[src/hdl/u2l_pkg.sv]
// Shared types, constants and decode functions for the UTF-8 to Latin-1 transliterator.
// No dependencies.
package u2l_pkg;

    localparam int unsigned QUEUE_DEPTH_DEF = 4;
    localparam int unsigned MAX_CHARS       = 4;
    localparam int unsigned CHAR_CNT_W      = $clog2(MAX_CHARS + 1);
    localparam int unsigned CHAR_IDX_W      = $clog2(MAX_CHARS);
    localparam int unsigned CP_W            = 21;

    localparam logic [15:0] OUT_LIMIT_RST = 16'd511;

    localparam logic [CP_W-1:0] CP_NBSP     = 21'h0000A0;
    localparam logic [CP_W-1:0] CP_SHY      = 21'h0000AD;
    localparam logic [CP_W-1:0] CP_LATIN1   = 21'h0000FF;
    localparam logic [CP_W-1:0] CP_SQ_LO    = 21'h002018;
    localparam logic [CP_W-1:0] CP_SQ_HI    = 21'h00201A;
    localparam logic [CP_W-1:0] CP_DQ_LO    = 21'h00201C;
    localparam logic [CP_W-1:0] CP_DQ_HI    = 21'h00201E;
    localparam logic [CP_W-1:0] CP_EN_DASH  = 21'h002013;
    localparam logic [CP_W-1:0] CP_EM_DASH  = 21'h002014;
    localparam logic [CP_W-1:0] CP_ELLIPSIS = 21'h002026;

    localparam logic [7:0] CH_SPACE  = 8'h20;
    localparam logic [7:0] CH_APOS   = 8'h27;
    localparam logic [7:0] CH_QUOTE  = 8'h22;
    localparam logic [7:0] CH_HYPHEN = 8'h2D;
    localparam logic [7:0] CH_DOT    = 8'h2E;
    localparam logic [7:0] CH_QMARK  = 8'h3F;

    typedef enum logic [2:0] {
        NEED_NONE,
        NEED_ONE,
        NEED_TWO,
        NEED_THREE,
        NEED_RAW
    } need_t;

    // One decoded byte's worth of work: candidate characters and text end.
    typedef struct packed {
        logic [MAX_CHARS-1:0][7:0] chars;
        logic [CHAR_CNT_W-1:0]     n;
        logic                      text_end;
    } job_t;

    typedef struct packed {
        logic [1:0] n;
        logic [7:0] ch;
    } map_t;

    function automatic need_t need_of(logic [7:0] b);
        need_t k;
        if (b[7] == 1'b0) begin
            k = NEED_NONE;
        end else if (b[7:5] == 3'b110) begin
            k = NEED_ONE;
        end else if (b[7:4] == 4'b1110) begin
            k = NEED_TWO;
        end else if (b[7:3] == 5'b11110) begin
            k = NEED_THREE;
        end else begin
            k = NEED_RAW;
        end
        return k;
    endfunction

    function automatic map_t map_cp(logic [CP_W-1:0] cp);
        map_t m;
        if (cp == CP_NBSP) begin
            m = '{n: 2'd1, ch: CH_SPACE};
        end else if (cp == CP_SHY) begin
            m = '{n: 2'd0, ch: 8'h00};
        end else if (cp <= CP_LATIN1) begin
            m = '{n: 2'd1, ch: cp[7:0]};
        end else if (cp inside {[CP_SQ_LO:CP_SQ_HI]}) begin
            m = '{n: 2'd1, ch: CH_APOS};
        end else if (cp inside {[CP_DQ_LO:CP_DQ_HI]}) begin
            m = '{n: 2'd1, ch: CH_QUOTE};
        end else if (cp == CP_EN_DASH || cp == CP_EM_DASH) begin
            m = '{n: 2'd1, ch: CH_HYPHEN};
        end else if (cp == CP_ELLIPSIS) begin
            m = '{n: 2'd3, ch: CH_DOT};
        end else begin
            m = '{n: 2'd1, ch: CH_QMARK};
        end
        return m;
    endfunction

endpackage

[src/hdl/u2l_front.sv]
// Front end: accepts text bytes, tracks held UTF-8 bytes and builds character jobs.
// Depends on u2l_pkg.
module u2l_front (
    input  logic           aclk,
    input  logic           aresetn,
    input  logic           s_tvalid,
    output logic           s_tready,
    input  logic [7:0]     in_byte,
    input  logic           text_end,
    input  logic           q_full,
    output logic           q_push,
    output u2l_pkg::job_t  q_job
);
    import u2l_pkg::*;

    logic       lead_held_reg, lead_held_next;
    logic [7:0] held_lead_reg, held_lead_next;
    logic [1:0][7:0] cont_reg, cont_next;
    logic [1:0] held_count_reg, held_count_next;

    logic          accept;
    logic          take_lead;
    need_t         k_lead;
    need_t         k_byte;
    logic [CP_W-1:0] cp;
    map_t          map_seq;
    map_t          map_byte;
    job_t          job;

    function automatic job_t add_char(job_t j, logic [7:0] c);
        job_t r;
        r = j;
        if (r.n < CHAR_CNT_W'(MAX_CHARS)) begin
            r.chars[r.n[CHAR_IDX_W-1:0]] = c;
            r.n = r.n + CHAR_CNT_W'(1);
        end
        return r;
    endfunction

    assign s_tready = !q_full;
    assign accept   = s_tvalid && s_tready;

    always_comb begin
        k_lead = need_of(held_lead_reg);
        k_byte = need_of(in_byte);
        case (k_lead)
            NEED_ONE:   cp = {10'b0, held_lead_reg[4:0], in_byte[5:0]};
            NEED_TWO:   cp = {5'b0, held_lead_reg[3:0], cont_reg[0][5:0], in_byte[5:0]};
            NEED_THREE: cp = {held_lead_reg[2:0], cont_reg[0][5:0], cont_reg[1][5:0],
                              in_byte[5:0]};
            default:    cp = '0;
        endcase
        map_seq  = map_cp(cp);
        map_byte = map_cp({13'b0, in_byte});
    end

    always_comb begin
        job              = '0;
        job.text_end     = text_end;
        lead_held_next   = lead_held_reg;
        held_lead_next   = held_lead_reg;
        cont_next        = cont_reg;
        held_count_next  = held_count_reg;
        take_lead        = 1'b0;

        if (in_byte != 8'h00) begin
            if (lead_held_reg && in_byte[7:6] == 2'b10) begin
                if ({1'b0, held_count_reg} + 3'd1 < 3'(k_lead)) begin
                    cont_next[held_count_reg[0]] = in_byte;
                    held_count_next = held_count_reg + 2'd1;
                end else begin
                    lead_held_next  = 1'b0;
                    held_lead_next  = '0;
                    cont_next       = '0;
                    held_count_next = '0;
                    for (int i = 0; i < 3; i++) begin
                        if (i < int'(map_seq.n)) begin
                            job = add_char(job, map_seq.ch);
                        end
                    end
                end
            end else begin
                // broken sequence: lead and its continuations go out raw
                if (lead_held_reg) begin
                    job = add_char(job, held_lead_reg);
                    if (held_count_reg >= 2'd1) job = add_char(job, cont_reg[0]);
                    if (held_count_reg >= 2'd2) job = add_char(job, cont_reg[1]);
                    lead_held_next  = 1'b0;
                    held_lead_next  = '0;
                    cont_next       = '0;
                    held_count_next = '0;
                end
                take_lead = 1'b1;
            end
        end

        if (take_lead) begin
            case (k_byte)
                NEED_NONE: begin
                    if (map_byte.n != 2'd0) job = add_char(job, map_byte.ch);
                end
                NEED_RAW: begin
                    job = add_char(job, in_byte);
                end
                default: begin
                    held_lead_next  = in_byte;
                    lead_held_next  = 1'b1;
                    held_count_next = '0;
                end
            endcase
        end

        if (text_end) begin
            if (lead_held_next) begin
                job = add_char(job, held_lead_next);
                if (held_count_next >= 2'd1) job = add_char(job, cont_next[0]);
                if (held_count_next >= 2'd2) job = add_char(job, cont_next[1]);
            end
            lead_held_next  = 1'b0;
            held_lead_next  = '0;
            cont_next       = '0;
            held_count_next = '0;
        end
    end

    assign q_job  = job;
    assign q_push = accept && (job.n != '0 || text_end);

    always_ff @(posedge aclk) begin
        if (!aresetn) begin
            lead_held_reg  <= 1'b0;
            held_lead_reg  <= '0;
            cont_reg       <= '0;
            held_count_reg <= '0;
        end else if (accept) begin
            lead_held_reg  <= lead_held_next;
            held_lead_reg  <= held_lead_next;
            cont_reg       <= cont_next;
            held_count_reg <= held_count_next;
        end
    end

endmodule

[src/hdl/u2l_queue.sv]
// Short job queue between the front end and the back end.
// Depends on u2l_pkg.
module u2l_queue #(
    parameter int unsigned DEPTH = u2l_pkg::QUEUE_DEPTH_DEF
) (
    input  logic           aclk,
    input  logic           aresetn,
    input  logic           push,
    input  u2l_pkg::job_t  push_job,
    output logic           full,
    input  logic           pop,
    output u2l_pkg::job_t  head_job,
    output logic           head_valid
);
    import u2l_pkg::*;

    localparam int unsigned PtrW = (DEPTH > 1) ? $clog2(DEPTH) : 1;
    localparam int unsigned CntW = $clog2(DEPTH + 1);

    job_t            mem_reg [DEPTH];
    logic [PtrW-1:0] wptr_reg, wptr_next;
    logic [PtrW-1:0] rptr_reg, rptr_next;
    logic [CntW-1:0] count_reg, count_next;
    logic            do_push;
    logic            do_pop;

    assign full       = (count_reg == CntW'(DEPTH));
    assign head_valid = (count_reg != '0);
    assign head_job   = mem_reg[rptr_reg];
    assign do_push    = push && !full;
    assign do_pop     = pop && head_valid;

    always_comb begin
        wptr_next  = wptr_reg;
        rptr_next  = rptr_reg;
        count_next = count_reg;
        if (do_push) begin
            wptr_next = (wptr_reg == PtrW'(DEPTH - 1)) ? '0 : wptr_reg + PtrW'(1);
        end
        if (do_pop) begin
            rptr_next = (rptr_reg == PtrW'(DEPTH - 1)) ? '0 : rptr_reg + PtrW'(1);
        end
        if (do_push && !do_pop) begin
            count_next = count_reg + CntW'(1);
        end else if (!do_push && do_pop) begin
            count_next = count_reg - CntW'(1);
        end
    end

    always_ff @(posedge aclk) begin
        if (!aresetn) begin
            wptr_reg  <= '0;
            rptr_reg  <= '0;
            count_reg <= '0;
        end else begin
            wptr_reg  <= wptr_next;
            rptr_reg  <= rptr_next;
            count_reg <= count_next;
        end
    end

    always_ff @(posedge aclk) begin
        if (do_push) begin
            mem_reg[wptr_reg] <= push_job;
        end
    end

endmodule

[src/hdl/u2l_back.sv]
// Back end: serialises queued jobs, applies the character limit, drives the result stream.
// Depends on u2l_pkg.
module u2l_back (
    input  logic           aclk,
    input  logic           aresetn,
    input  u2l_pkg::job_t  head_job,
    input  logic           head_valid,
    output logic           pop,
    input  logic [15:0]    out_limit,
    output logic           m_tvalid,
    input  logic           m_tready,
    output logic [7:0]     m_tdata,
    output logic [1:0]     m_tuser,
    output logic           m_tlast
);
    import u2l_pkg::*;

    logic                  valid_reg, valid_next;
    logic [7:0]            char_reg, char_next;
    logic                  cv_reg, cv_next;
    logic                  rl_reg, rl_next;
    logic                  td_reg, td_next;
    logic [CHAR_IDX_W-1:0] idx_reg, idx_next;
    logic [15:0]           emitted_reg, emitted_next;

    logic load;
    logic can_emit;
    logic last;

    assign load     = !valid_reg || m_tready;
    assign can_emit = ({1'b0, idx_reg} < head_job.n) && (emitted_reg < out_limit);
    assign last     = ({1'b0, idx_reg} + CHAR_CNT_W'(1) == head_job.n)
                      || (emitted_reg + 16'd1 == out_limit);

    always_comb begin
        valid_next   = valid_reg;
        char_next    = char_reg;
        cv_next      = cv_reg;
        rl_next      = rl_reg;
        td_next      = td_reg;
        idx_next     = idx_reg;
        emitted_next = emitted_reg;
        pop          = 1'b0;

        if (load) begin
            valid_next = 1'b0;
            if (head_valid) begin
                if (can_emit) begin
                    valid_next   = 1'b1;
                    char_next    = head_job.chars[idx_reg];
                    cv_next      = 1'b1;
                    rl_next      = last;
                    td_next      = last && head_job.text_end;
                    emitted_next = emitted_reg + 16'd1;
                    idx_next     = idx_reg + CHAR_IDX_W'(1);
                    if (last) begin
                        pop      = 1'b1;
                        idx_next = '0;
                        if (head_job.text_end) emitted_next = '0;
                    end
                end else begin
                    // nothing fits: only an end marker if the text ends here
                    pop      = 1'b1;
                    idx_next = '0;
                    char_next = 8'h00;
                    cv_next   = 1'b0;
                    rl_next   = 1'b1;
                    td_next   = 1'b1;
                    if (head_job.text_end) begin
                        valid_next   = 1'b1;
                        emitted_next = '0;
                    end
                end
            end
        end
    end

    always_ff @(posedge aclk) begin
        if (!aresetn) begin
            valid_reg   <= 1'b0;
            idx_reg     <= '0;
            emitted_reg <= '0;
        end else begin
            valid_reg   <= valid_next;
            idx_reg     <= idx_next;
            emitted_reg <= emitted_next;
        end
    end

    always_ff @(posedge aclk) begin
        char_reg <= char_next;
        cv_reg   <= cv_next;
        rl_reg   <= rl_next;
        td_reg   <= td_next;
    end

    assign m_tvalid = valid_reg;
    assign m_tdata  = char_reg;
    assign m_tuser  = {rl_reg, cv_reg};
    assign m_tlast  = td_reg;

endmodule

[src/hdl/utf8_to_latin1_transliterator.sv]
// Path: a byte's job is written into the job queue, and the back end registers each result.
// Throughput: one byte per cycle while each byte yields at most one result and m_tready
// holds; a byte yielding more results holds the back end, and the job queue absorbs bursts.
// Reset: aresetn synchronous, active low; clears held bytes, queue, count and limit (511).
// Top level of the UTF-8 to Latin-1 transliterator; depends on u2l_pkg,
// u2l_front, u2l_queue and u2l_back.
module utf8_to_latin1_transliterator #(
    parameter int unsigned QUEUE_DEPTH = u2l_pkg::QUEUE_DEPTH_DEF
) (
    input  logic        aclk,
    input  logic        aresetn,
    input  logic        s_tvalid,
    output logic        s_tready,
    input  logic [7:0]  s_tdata,   // [7:0] in_byte
    input  logic        s_tlast,
    output logic        m_tvalid,
    input  logic        m_tready,
    output logic [7:0]  m_tdata,   // [7:0] out_char
    output logic [1:0]  m_tuser,   // [0] char_valid, [1] run_last
    output logic        m_tlast,
    input  logic        psel,
    input  logic        penable,
    input  logic        pwrite,
    input  logic [2:0]  paddr,
    input  logic [31:0] pwdata,
    output logic [31:0] prdata,
    output logic        pready
);
    import u2l_pkg::*;

    logic [15:0] out_limit_reg, out_limit_next;
    logic        cfg_wr;

    job_t push_job;
    job_t head_job;
    logic push;
    logic full;
    logic pop;
    logic head_valid;

    assign pready = 1'b1;
    assign cfg_wr = psel && penable && pwrite && pready && (paddr[2] == 1'b0);
    assign out_limit_next = cfg_wr ? pwdata[15:0] : out_limit_reg;
    assign prdata = (paddr[2] == 1'b0) ? {16'b0, out_limit_reg} : 32'b0;

    always_ff @(posedge aclk) begin
        if (!aresetn) begin
            out_limit_reg <= OUT_LIMIT_RST;
        end else begin
            out_limit_reg <= out_limit_next;
        end
    end

    u2l_front u_front (
        .aclk     (aclk),
        .aresetn  (aresetn),
        .s_tvalid (s_tvalid),
        .s_tready (s_tready),
        .in_byte  (s_tdata),
        .text_end (s_tlast),
        .q_full   (full),
        .q_push   (push),
        .q_job    (push_job)
    );

    u2l_queue #(
        .DEPTH (QUEUE_DEPTH)
    ) u_queue (
        .aclk       (aclk),
        .aresetn    (aresetn),
        .push       (push),
        .push_job   (push_job),
        .full       (full),
        .pop        (pop),
        .head_job   (head_job),
        .head_valid (head_valid)
    );

    u2l_back u_back (
        .aclk       (aclk),
        .aresetn    (aresetn),
        .head_job   (head_job),
        .head_valid (head_valid),
        .pop        (pop),
        .out_limit  (out_limit_reg),
        .m_tvalid   (m_tvalid),
        .m_tready   (m_tready),
        .m_tdata    (m_tdata),
        .m_tuser    (m_tuser),
        .m_tlast    (m_tlast)
    );

endmodule

[config.mk]
export PLATFORM = sky130hd
export DESIGN_NAME = utf8_to_latin1_transliterator
export DESIGN_NICKNAME = d
export VERILOG_FILES = /design/src/hdl/u2l_pkg.sv /design/src/hdl/u2l_front.sv /design/src/hdl/u2l_queue.sv /design/src/hdl/u2l_back.sv /design/src/hdl/utf8_to_latin1_transliterator.sv
export SDC_FILE = /design/constraint.sdc
export NUM_CORES = 1
export LEC_CHECK = 0
export ABC_AREA = 1
export BUFFER_PORTS_ARGS = -buffer_cell sky130_fd_sc_hd__buf_4
export CAP_MARGIN = 10
export CORE_ASPECT_RATIO = 1.75
export CORE_MARGIN = 3
export CORE_UTILIZATION = 34
export DETAILED_ROUTE_END_ITERATION = 10
export GPL_TIMING_DRIVEN = 1
export MAX_ROUTING_LAYER = met4
export PLACE_DENSITY = 0.59
export SYNTH_ARGS = -nofsm -noshare
export SYNTH_HDL_FRONTEND = slang
export SYNTH_HIERARCHICAL = 1
export SYNTH_SLANG_ARGS = --single-unit
export TNS_END_PERCENT = 50
[constraint.sdc]
create_clock -name aclk -period 8.15 [get_ports aclk]
set_clock_uncertainty 0.1 [all_clocks]
set_input_delay 0.4075 -clock aclk [delete_from_list [all_inputs] [get_ports aclk]]
set_output_delay 0.4075 -clock aclk [all_outputs]
set_load 0.02 [all_outputs]
### Word-level counts from Yosys, hierarchy flattened

Memory sizes are Yosys's and may differ from the RTL's. A register that Yosys moved wholly into a read port is not among the register bits.
Cells that the tools add are included.

* add/subtract/negate cells: 17
* $lt $le $gt $ge: 42
* eq/ne operators: 23
* multiplexer cells: 139
* bitwise gates (word level): 1
* reduce and logical (&&, ||, !) cells: 41

Operators with widths (count)
* 2-to-1 mux 36 bit: 25
* 2-to-1 mux 35 bit: 11
* bitwise mux 32 bit: 9
* 2-to-1 mux 16 bit: 10
* 2-to-1 mux 8 bit: 17
* demux 8 bit (select 2 bit): 8
* 2-to-1 mux 10 bit: 8
* one-hot mux 36 bit (2 select lines): 1
* == test 21 x 14 -> 1 bit (second input constant): 3
* one-hot mux 21 bit (3 select lines): 1
* == test 21 x 8 -> 1 bit (second input constant): 2
* >= comparator 21 x 14 -> 1 bit (second input constant): 2
* <= comparator 21 x 14 -> 1 bit (second input constant): 2
* 2-to-1 mux 11 bit: 3
* 2-to-1 mux 3 bit: 10
* adder 3 x 1 -> 3 bit (second input constant): 9
* < comparator 2 x 3 -> 1 bit (second input constant): 9
* 2-to-1 mux 2 bit: 13
* < comparator 3 bit (second input constant): 8
* logical AND 1 bit: 23
* <= comparator 21 x 8 -> 1 bit (second input constant): 1
* >= comparator 2 x 1 -> 1 bit (second input constant): 10
* 2-to-1 mux 1 bit: 18
* adder 16 x 1 -> 16 bit (second input constant): 1
* other kinds (35): 59

* register bits: 80
* RAM bits: 144
* bits of input ports: 51
* output and inout bits: 46
* word-level logic and storage cells: 280
* memories kept: 1

Memories
* u_queue.mem_reg: words 4, width 36, rd ports 1, clocked after Yosys merged registers in 1, write ports 1, RTL line u2l_queue.sv:20 `job_t mem_reg [DEPTH];`

### Depth between registers and ports, before layout

Gate-level depths: netlist of run 1.

* depth in word-level cells: 83
* depth in mapped cells: 43
* gate-level depth less buffers: 42

### Hierarchy

The synthesis of run 1 kept the hierarchy.

Modules (own cells, without submodules)
* u2l_queue: times used 1, cells each 419, area each 5864.4 sq um, sequential area each 4504.3 sq um
* u2l_front: times used 1, cells each 1033, area each 5490.3 sq um, sequential area each 540.5 sq um
* u2l_back: times used 1, cells each 417, area each 2713.9 sq um, sequential area each 710.7 sq um
* utf8_to_latin1_transliterator: times used 1, cells each 142, area each 933.4 sq um, sequential area each 320.3 sq um

### Least setup slack after synthesis of run 1

OpenSTA, ideal clock, no wires.

* path type: register -> register
* start: reg u_front.held_lead_reg[4]
* end: mem u_queue/mem_reg[0][0] in the netlist's numbering (enable)
* library setup time: 0.429 ns
* arrival: 6.071 ns
* required time: 7.621 ns
* path slack: 1.550 ns
* cell stages (with the launch flop): 33
* path buffers: 1
* period minus slack after synthesis: 6.600 ns
* cells stage by stage: dfxtp_1 > buf_2 > nand2_1 > o21ai_4 > nand2_1 > ha_1 > o21ai_1 > a21o_2 > nand3_4 > nand2_1 > a21oi_1 > nand2_2 > ha_1 > nor2_1 > o21ai_0 > o21ai_1 > o21ai_1 > inv_1 > ha_1 > o21ai_2 > inv_1 > ha_1 > inv_1 > nor2_1 > nor2_2 > ha_1 > a21oi_1 > o21ai_1 > nand3b_1 > nand2_1 > inv_1 > nand2_1 > nor2_1

* longest elaborated chain between the ends: 57
* elaborated cells between the ends (all ways): 94
* classes of those cells: add/sub: 6; order compare: 17; eq/ne: 10; mux: 54; reduce/logical: 7

Ends and longest elaborated chain
* start: declaration: RTL line u2l_front.sv:17 `logic [7:0] held_lead_reg, held_lead_next;`
* start signal: assignment: RTL line u2l_front.sv:137 `held_lead_reg <= held_lead_next;`
* branches (longest 50 deep; another with >= comparator 21 x 14 -> 1 bit)
* 2-to-1 mux 36 bit (*): RTL line u2l_front.sv:113 `if (text_end) begin`
* nonzero test 3 bit (*): RTL line u2l_front.sv:127 `assign q_push = accept && (job.n != '0 || text_end);`
* logical OR 1 bit (*): RTL line u2l_front.sv:127
* logical AND 1 bit (*): RTL line u2l_front.sv:127
* net push: RTL line utf8_to_latin1_transliterator.sv:36 `logic push;`
* logical AND 1 bit (*): RTL line u2l_queue.sv:30 `assign do_push = push && !full;`
* 2-to-1 mux 1 bit (*): RTL line u2l_queue.sv:63 `if (do_push) begin`
* 2-to-1 mux 1 bit (not written as such) (*): RTL line u2l_queue.sv:64 `mem_reg[wptr_reg] <= push_job;`
* end: declaration: RTL line u2l_queue.sv:20

Mark *: on every way through the listed nets, which the timed path passes. The select of a mux whose other input is x is not followed.

### Final worst setup path of run 1

* start: reg u_front.held_lead_reg[3]
* end: reg u_queue.count_reg[2]

* longest elaborated chain between the ends: 58
* elaborated cells between the ends (all ways): 96
* classes of those cells: add/sub: 6; order compare: 17; eq/ne: 9; mux: 53; reduce/logical: 11

Ends and longest elaborated chain
* branches (longest 50 deep; another with >= comparator 21 x 14 -> 1 bit)
* 2-to-1 mux 36 bit (*): RTL line u2l_front.sv:113
* nonzero test 3 bit (*): RTL line u2l_front.sv:127
* logical OR 1 bit (*): RTL line u2l_front.sv:127
* logical AND 1 bit (*): RTL line u2l_front.sv:127
* net push: RTL line utf8_to_latin1_transliterator.sv:36
* logical AND 1 bit (*): RTL line u2l_queue.sv:30
* net u_queue.do_push: RTL line u2l_queue.sv:24 `logic do_push;`
* logical NOT 1 bit: RTL line u2l_queue.sv:45 `end else if (!do_push && do_pop) begin`
* logical AND 1 bit: RTL line u2l_queue.sv:45
* nonzero test 2 bit (no line)
* end signal: assignment: RTL line u2l_queue.sv:58 `count_reg <= count_next;`
* end: declaration: RTL line u2l_queue.sv:23 `logic [CntW-1:0] count_reg, count_next;`

Marked as above.
A chain may end at the register's enable or synchronous reset.

==> out/metrics.yaml, run 1 <==
outcome: "finished, final reports clean"
syn_area_um2: 15000
root_buffer: "clkbuf_16"
highest_layer: "met4"
syn_area_per_cell_um2: 7.460
wl_met2_mm: 28.41
die_y_um: 283.9
wl_per_cell_um: 20.43
diodes: 0
crit_type: "reg -> reg"
syn2layout_area_growth_pct: 11.51
maxSlewViolCount: 0
power.leakage_nw: 7.237
max_freq_ghz: 0.1438
die_w_um: 164.8
cts.sinks: 226
setup_viol_count_final: 0
critPathCaptureType: "flip-flop"
ant_nets: 0
yosysSeqAreaShare_pct: 40.50
max_cap_violations: 0
yosys.area.top_type_share_pct: 31.03
core_um2: 43470
drive_gt1_share_pct: 11.68
critPathMaxStageDelay_ns: 0.54
route.met3.wl_mm: 2.341
postSynthCellCount: 2011
firstDrtPassIters: 6
synth-edff-count: 155
peakVddDrop_mv: 0.1658
clkSlewWorstSetupHoldPaths_ns: 0.06
overflow: 0
p_per_area_nw_per_um2: 233.4
numPlacedInstances: 2578
num_vias: 14220
antenna_found_initial: 0
insertion_delay_ns: 0.55
crit_family: "adder cells"
grt_max_degree: 73
dp_hpwl_mm: 40.60
rsz0062_at_grt: "false"
tritoncts: "built"
row_count: 101
worst_slew_pin_slew_ns: 1.310
met1Wirelength_mm: 17.86
slew_headroom_pct: 11.78
largest_reg_flops: 144
fin_cells: 2630
num_io_pins: 97
fin_nets: 2147
groute.usage.overall_pct: 23.19
port_buffers: 61
cts_buffer_depth: 3
tns_ns: 0
synth_ff_type: "edfxtp_1"
drc_errors: 0
cp.arrival_ns: 7.34
globalplace.congestion: 1.074
num-fill-cells: 4583
start_util_pct: 34.51
hold_class: "in -> reg"
synth.area.top_cells: "edfxtp_1, nand2_1, dfxtp_1"
hold_viol: 0
htree_num_levels: 1
cp_num_buf_inv: 7
yosys.area.top_type: "edfxtp_1"
ys_warn_count: 6
total_power_mw: 3.905
cp-start-kind: "flip-flop"
grt_pass1_vias: 13841
synthArstFlopShare_pct: 0
period_share_pct: 85.33
cp_slowest_cell: "dfxtp_1"
dr.first_iter.drc_count: 1037
ys_types: 61
cts_resized: 0
cts_buffers: 24
grt_pass1_wl_mm: 80.38
die_area_um2: 46780
viasPerCell: 5.407
routed_wl_mm: 53.74
ys_ff_latch: 226
crit_fanout: 9
fin_crit_ns: 6.955
critical_path_required_ns: 8.54
-- what timing repair did --
item,in CTS,in global routing
endpoints found under the hold margin,13,0
hold buffers,10,0
buffers inserted,0,0
-- per-layer routing --
layer	vias up	GRT usage [%]
met1	6704	21.43
met5	-	-
met3	225	2.877
met2	482	41.92
li1	6809	-
met4	0	18.26
-- Yosys cell counts (all sizes together) (3+ instances only) --
| library cell | number |
|---|---|
| a21oi | 150 |
| nor3 | 20 |
| clkbuf | 31 |
| o21bai | 4 |
| o22ai | 52 |
| clkinv | 10 |
| nand4 | 28 |
| o211ai | 28 |
| nand2 | 506 |
| inv | 231 |
| dfxtp | 71 |
| o2111ai | 3 |
| o21ai | 174 |
| nand3b | 4 |
| a41oi | 3 |
| ha | 47 |
| nor2 | 238 |
| buf | 67 |
| edfxtp | 155 |
| a221oi | 8 |
| nand3 | 159 |
-- power by group --
group,total [mW],internal (mW),switching (mW)
clock,1.12,0.670,0.454
combinational,1.27,0.380,0.891
sequential,1.51,1.42,0.0922
total,3.90,2.47,1.44
-- final timing paths --
check	from	end	slack (ns)	depth (start not counted)
setup / recovery	u_front/held_lead_reg[3]	u_queue/count_reg[2]	1.20	39
hold / removal	pwdata[13]	out_limit_reg[13]	0.07	5
setup reg to reg	u_front/held_lead_reg[3]	u_queue/count_reg[2]	1.20	39
hold reg to reg	out_limit_reg[5]	out_limit_reg[5]	0.38	2
-- cell families after synthesis --
| family | count (synthesis) | synth area share, % |
|---|---|---|
| other cells | 2 | 0.05006 |
| simple gates | 959 | 28.64 |
| flops | 226 | 40.50 |
| fa+ha+maj | 48 | 4.053 |
| buf+inv | 339 | 10.14 |
| compound gates | 437 | 16.61 |
-- worst register-to-register path: cells and delay by family, from the launching register on --
| kind | cells | cell delay (ns) |
|---|---|---|
| adders and majority gates | 7 | 2.05 |
| AOI/OAI and AO/OA | 10 | 1.94 |
| and+or+nand+nor | 15 | 1.60 |
| buffers and inverters | 7 | 0.66 |
| DFF | 1 | 0.54 |
-- stage by stage --
step | setup WS (ns) | hold WS (ns) | instance area (um2) | util (%)
floorplan | 1.550 | 0.3506 | 15060 | -
global placement | 1.331 | 0.3726 | 15820 | 36.40
detailed placement | 1.299 | 0.3725 | 15820 | 36.40
CTS | 1.259 | 0.04661 | 16730 | 38.48
global route | 0.5241 | 0.07267 | 16730 | 38.48
finish | 1.195 | 0.07399 | 16730 | 38.48
-- placed cells by master (no fill, tap or decap), drive strengths merged --
master / instances
fa: 1
o22ai: 52
nand3: 159
nand4: 28
clkinv: 16
edfxtp: 155
bufinv: 4
a31oi: 2
and2: 2
a311oi: 1
a211oi: 2
conb: 17
clkinvlp: 2
o221ai: 2
a21oi: 150
clkbuf: 28
o2111ai: 3
dlygate4sd3: 10
o21ai: 174
o21bai: 4
or2: 1
ha: 47
o21a: 1
a41oi: 3
nand2: 506
a21o: 2
nor4: 1
o31ai: 1
a2bb2oi: 1
buf: 84
nor2: 238
dfxtp: 71
a221oi: 8
inv: 233
a22oi: 2
nor3: 20
nand3b: 4
o41ai: 1
o211ai: 28
-- area by class of cell --
class / count / area, um2 / share of cell area, %
Multi-Input combinational cell: 1461 / 7493 / 44.79
Sequential cell: 226 / 6077 / 36.33
Inverter: 241 / 913.4 / 5.460
Timing Repair Buffer: 94 / 730.7 / 4.368
Tap cell: 566 / 708.2 / 4.233
Clock buffer: 28 / 615.6 / 3.680
Clock inverter: 14 / 190.2 / 1.137
No activity file was read; power rests on OpenSTA's default activity.
==> inputs of run 2 (changes only) <==
--- a/config.mk
+++ b/config.mk
@@ -5,7 +5,6 @@
 export SDC_FILE = /design/constraint.sdc
 export NUM_CORES = 1
 export LEC_CHECK = 0
-export ABC_AREA = 1
 export BUFFER_PORTS_ARGS = -buffer_cell sky130_fd_sc_hd__buf_4
 export CAP_MARGIN = 10
 export CORE_ASPECT_RATIO = 1.75
==> out/metrics.yaml, run 2 <==
critPathCaptureType: "flip-flop"
synth_compound_area_share_pct: 17.45  # +0.84 points
syn_area_um2: 13680  # -8.8%
syn_area_per_cell_um2: 10.46  # +40%
clockPowerShare_pct: 29.4  # +0.6 points
row_count: 96  # -5.0%
synth_common_cells: "edfxtp_1, nand2_1, a21oi_1"
clkSlewWorstSetupHoldPaths_ns: 0.06  # about the same
p_per_area_nw_per_um2: 223.2  # -4.4%
grt_pass1_vias: 10873  # -21%
synth_ff_type: "edfxtp_1"
tns_ns: 0  # unchanged
grt_pass1_wl_mm: 65.32  # -19%
critical_path_required_ns: 8.49  # -0.05 ns
final_core_util_pct: 38.23  # -0.25 points
cts_buffers: 23  # -4.2%
synth.most_common_cell: "edfxtp_1"
core_um2: 39520  # -9.1%
regArea_um2: 6077  # unchanged
hold_viol: 0  # unchanged
layout_common_cells: "edfxtp_1, nand2_1, a21oi_1"
yosys.area.top_type_share_pct: 34.03  # +3.0 points
diodes: 0  # unchanged
drc_errors: 0  # unchanged
ys_ff_latch: 226  # unchanged
total_power_mw: 3.372  # -14%
multi_input_area_um2: 6874  # -8.3%
synth-edff-count: 155  # unchanged
hp-start: "pwdata[15]"
power_frac_seq_pct: 44.2  # +5.5 points
synthArstFlopShare_pct: 0  # unchanged
power.leakage_nw: 5.285  # -27%
cts.sinks: 226  # unchanged
hold_class: "in -> reg"
die_y_um: 271.3  # -4.4%
outcome: "finished, final reports clean"
whs_endpoint: "out_limit_reg[15]"
r2r_slack_ns: 0.70  # -0.50 ns
min_path_cells: 3  # -2
root_buffer: "clkbuf_16"
setup_viol_count_final: 0  # unchanged
ys_types: 89  # +46%
cp-start-kind: "flip-flop"
yosys.area.top_type: "edfxtp_1"
maxSlewViolCount: 0  # unchanged
num_io_pins: 97  # unchanged
cp_slowest_cell: "or4_1"
num-fill-cells: 3862  # -16%
fin_crit_ns: 7.452  # +0.4971 ns
switching_share_pct: 30.87  # -5.9 points
routed_wl_mm: 43.38  # -19%
synth_xor_area_share_pct: 1.793  # +1.8 points
crit_type: "reg -> reg"
drive_gt1_share_pct: 15.77  # +4.1 points
p_int_mw: 2.331  # -5.5%
die_area_um2: 42770  # -8.6%
globalplace.congestion: 1.006  # -6.3%
yosys.area_share.simple_pct: 16.70  # -12 points
worst_slew_pin_slew_ns: 1.039  # -0.2703 ns
grt_max_degree: 54  # -26%
rsz0062_at_grt: "false"
groute.usage.overall_pct: 20.55  # -2.6 points
die_w_um: 157.6  # -4.3%
dr.first_iter.drc_count: 744  # -28%
cts_hold_buf: 0  # -10
critPathMaxStageDelay_ns: 0.68  # +0.14 ns
firstDrtPassIters: 5  # -1
period_share_pct: 91.43  # +6.1 points
r2r_cells: 31  # -21%
tritoncts: "built"
syn2layout_area_growth_pct: 10.46
fin_ws_ns: 0.6982  # -0.4971 ns
htree_num_levels: 1  # unchanged
synth_adder_area_share_pct: 4.446  # +0.39 points
ant_nets: 0  # unchanged
overflow: 0  # unchanged
max_cap_violations: 0  # unchanged
timing.rr.end: "u_queue/count_reg[2]"
yosysSeqAreaShare_pct: 44.42  # +3.9 points
synth_mux_area_share_pct: 9.166  # +9.2 points
largest_reg_flops: 144  # unchanged
ys_warn_count: 6  # unchanged
power_frac_comb_pct: 26.4  # -6.2 points
peakVddDrop_mv: 0.1054  # -36%
synth_top_family_by_area: "compound AO/OA/AOI/OAI gates"
layout_commonest_cell: "edfxtp_1"
synth.area.top_cells: "edfxtp_1, dfxtp_1, mux4_2"
cts_buffer_depth: 3  # unchanged
num_vias: 10729  # -25%
dp_hpwl_mm: 32.63  # -20%
slew_headroom_pct: 30.64  # +19 points
pre_cts_slack_ns: 0.4244  # -0.8744 ns
r2r-start: "u_front/held_lead_reg[6]"
hold_slack_ns: 0.04609  # -0.02790 ns
max_freq_ghz: 0.1342  # -6.7%
crit_fanout: 10  # +1
insertion_delay_ns: 0.52  # -0.03 ns
antenna_found_initial: 0  # unchanged
cp.arrival_ns: 7.79  # +0.45 ns
port_buffers: 61  # unchanged
p_switching_mw: 1.041  # -28%
postSynthCellCount: 1308  # -35%
start_util_pct: 34.61  # +0.10 points
viasPerCell: 5.850  # +8.2%
wl_per_cell_um: 23.65  # +16%
fin_nets: 1429  # -33%
==> run 2: changes by cell type after synthesis, sizes merged, moves of 24 or more <==
cell	delta
nand2	-403
inv	-186
nor2	-164
nand3	-125
o21ai	-105
nor2b	+66
a21oi	-54
a22oi	+44
mux4	+44
o22ai	-43
and2	+31
mux2i	+24
==> run 2: layout make-up <==
cell class / instances / area share, %
Clock inverter: 13 / 0.7039
Inverter: 45 / 1.118
Clock buffer: 26 / 3.884
Tap cell: 490 / 4.058
Timing Repair Buffer: 91 / 4.521
Sequential cell: 226 / 40.22
Multi-Input combinational cell: 943 / 45.50
==> run 2: worst max-delay path, delay by kind of cell (launching register included) <==
kind | cells | cell delay, ns
compound gates | 9 | 2.30
simple gates | 10 | 2.26
fa+ha+maj | 6 | 1.69
buf+inv | 5 | 0.43
flops | 1 | 0.42
xor+xnor | 1 | 0.15
==> run 2: power groups by stage <==
stage / Combinational [mW] / Clock [mW] / Sequential [mW]
after detailed placement: 0.907 / 0 / 1.52
final: 0.891 / 0.991 / 1.49
after global placement: 0.898 / 0 / 1.51
after floorplan: 0.652 / 0 / 1.51
after CTS: 0.910 / 1.03 / 1.49
after global routing: 0.974 / 1.06 / 1.51
==> run 2: what timing repair did <==
action,4_1_cts,5_1_grt
setup endpoints to repair,0,109
buffers inserted,0,0
gates resized for setup,0,3
==> run 2: cells by family after synthesis <==
group / Yosys count
and+or+nand+nor: 428
DFF: 226
other: 2
AOI/OAI and AO/OA: 354
muxes: 68
adders and majority gates: 48
xor gates and xnor gates: 28
buffers and inverters: 154
==> run 2: stage by stage <==
stage | instance area (um2) | instances
floorplan | 13730 | 1323
global placement | 14410 | 1795
detailed placement | 14410 | 1795
CTS | 15100 | 1834
global route | 15110 | 1834
finish | 15110 | 1834
==> run 2: routing by layer <==
metal | track usage (%) | vias up | wire, um | part of all wire [%]
met5 | - | - | 0 | 0
met3 | 1.930 | 168 | 1725 | 4.0
met2 | 37.82 | 410 | 23480 | 54
met1 | 19.57 | 5213 | 14620 | 34
met4 | 14.40 | 0 | 3549 | 8.2
li1 | - | 4938 | - | -
==> run 2: how the worst max path moves through the flow <==
stage,slack [ns],from,to,depth (start not counted)
6_report,0.70,u_front/held_lead_reg[6],u_queue/count_reg[2],31
4_1_cts,0.38,u_front/held_lead_reg[6],u_queue/count_reg[2],31
5_1_grt,0.08,u_front/held_lead_reg[6],u_queue/count_reg[2],31
3_3_place_gp,0.59,u_front/held_lead_reg[6],u_queue/count_reg[2],31
3_5_place_dp,0.42,u_front/held_lead_reg[6],u_queue/count_reg[2],31
2_1_floorplan,1.03,u_front/held_lead_reg[4],u_queue/mem_reg[0][0],30
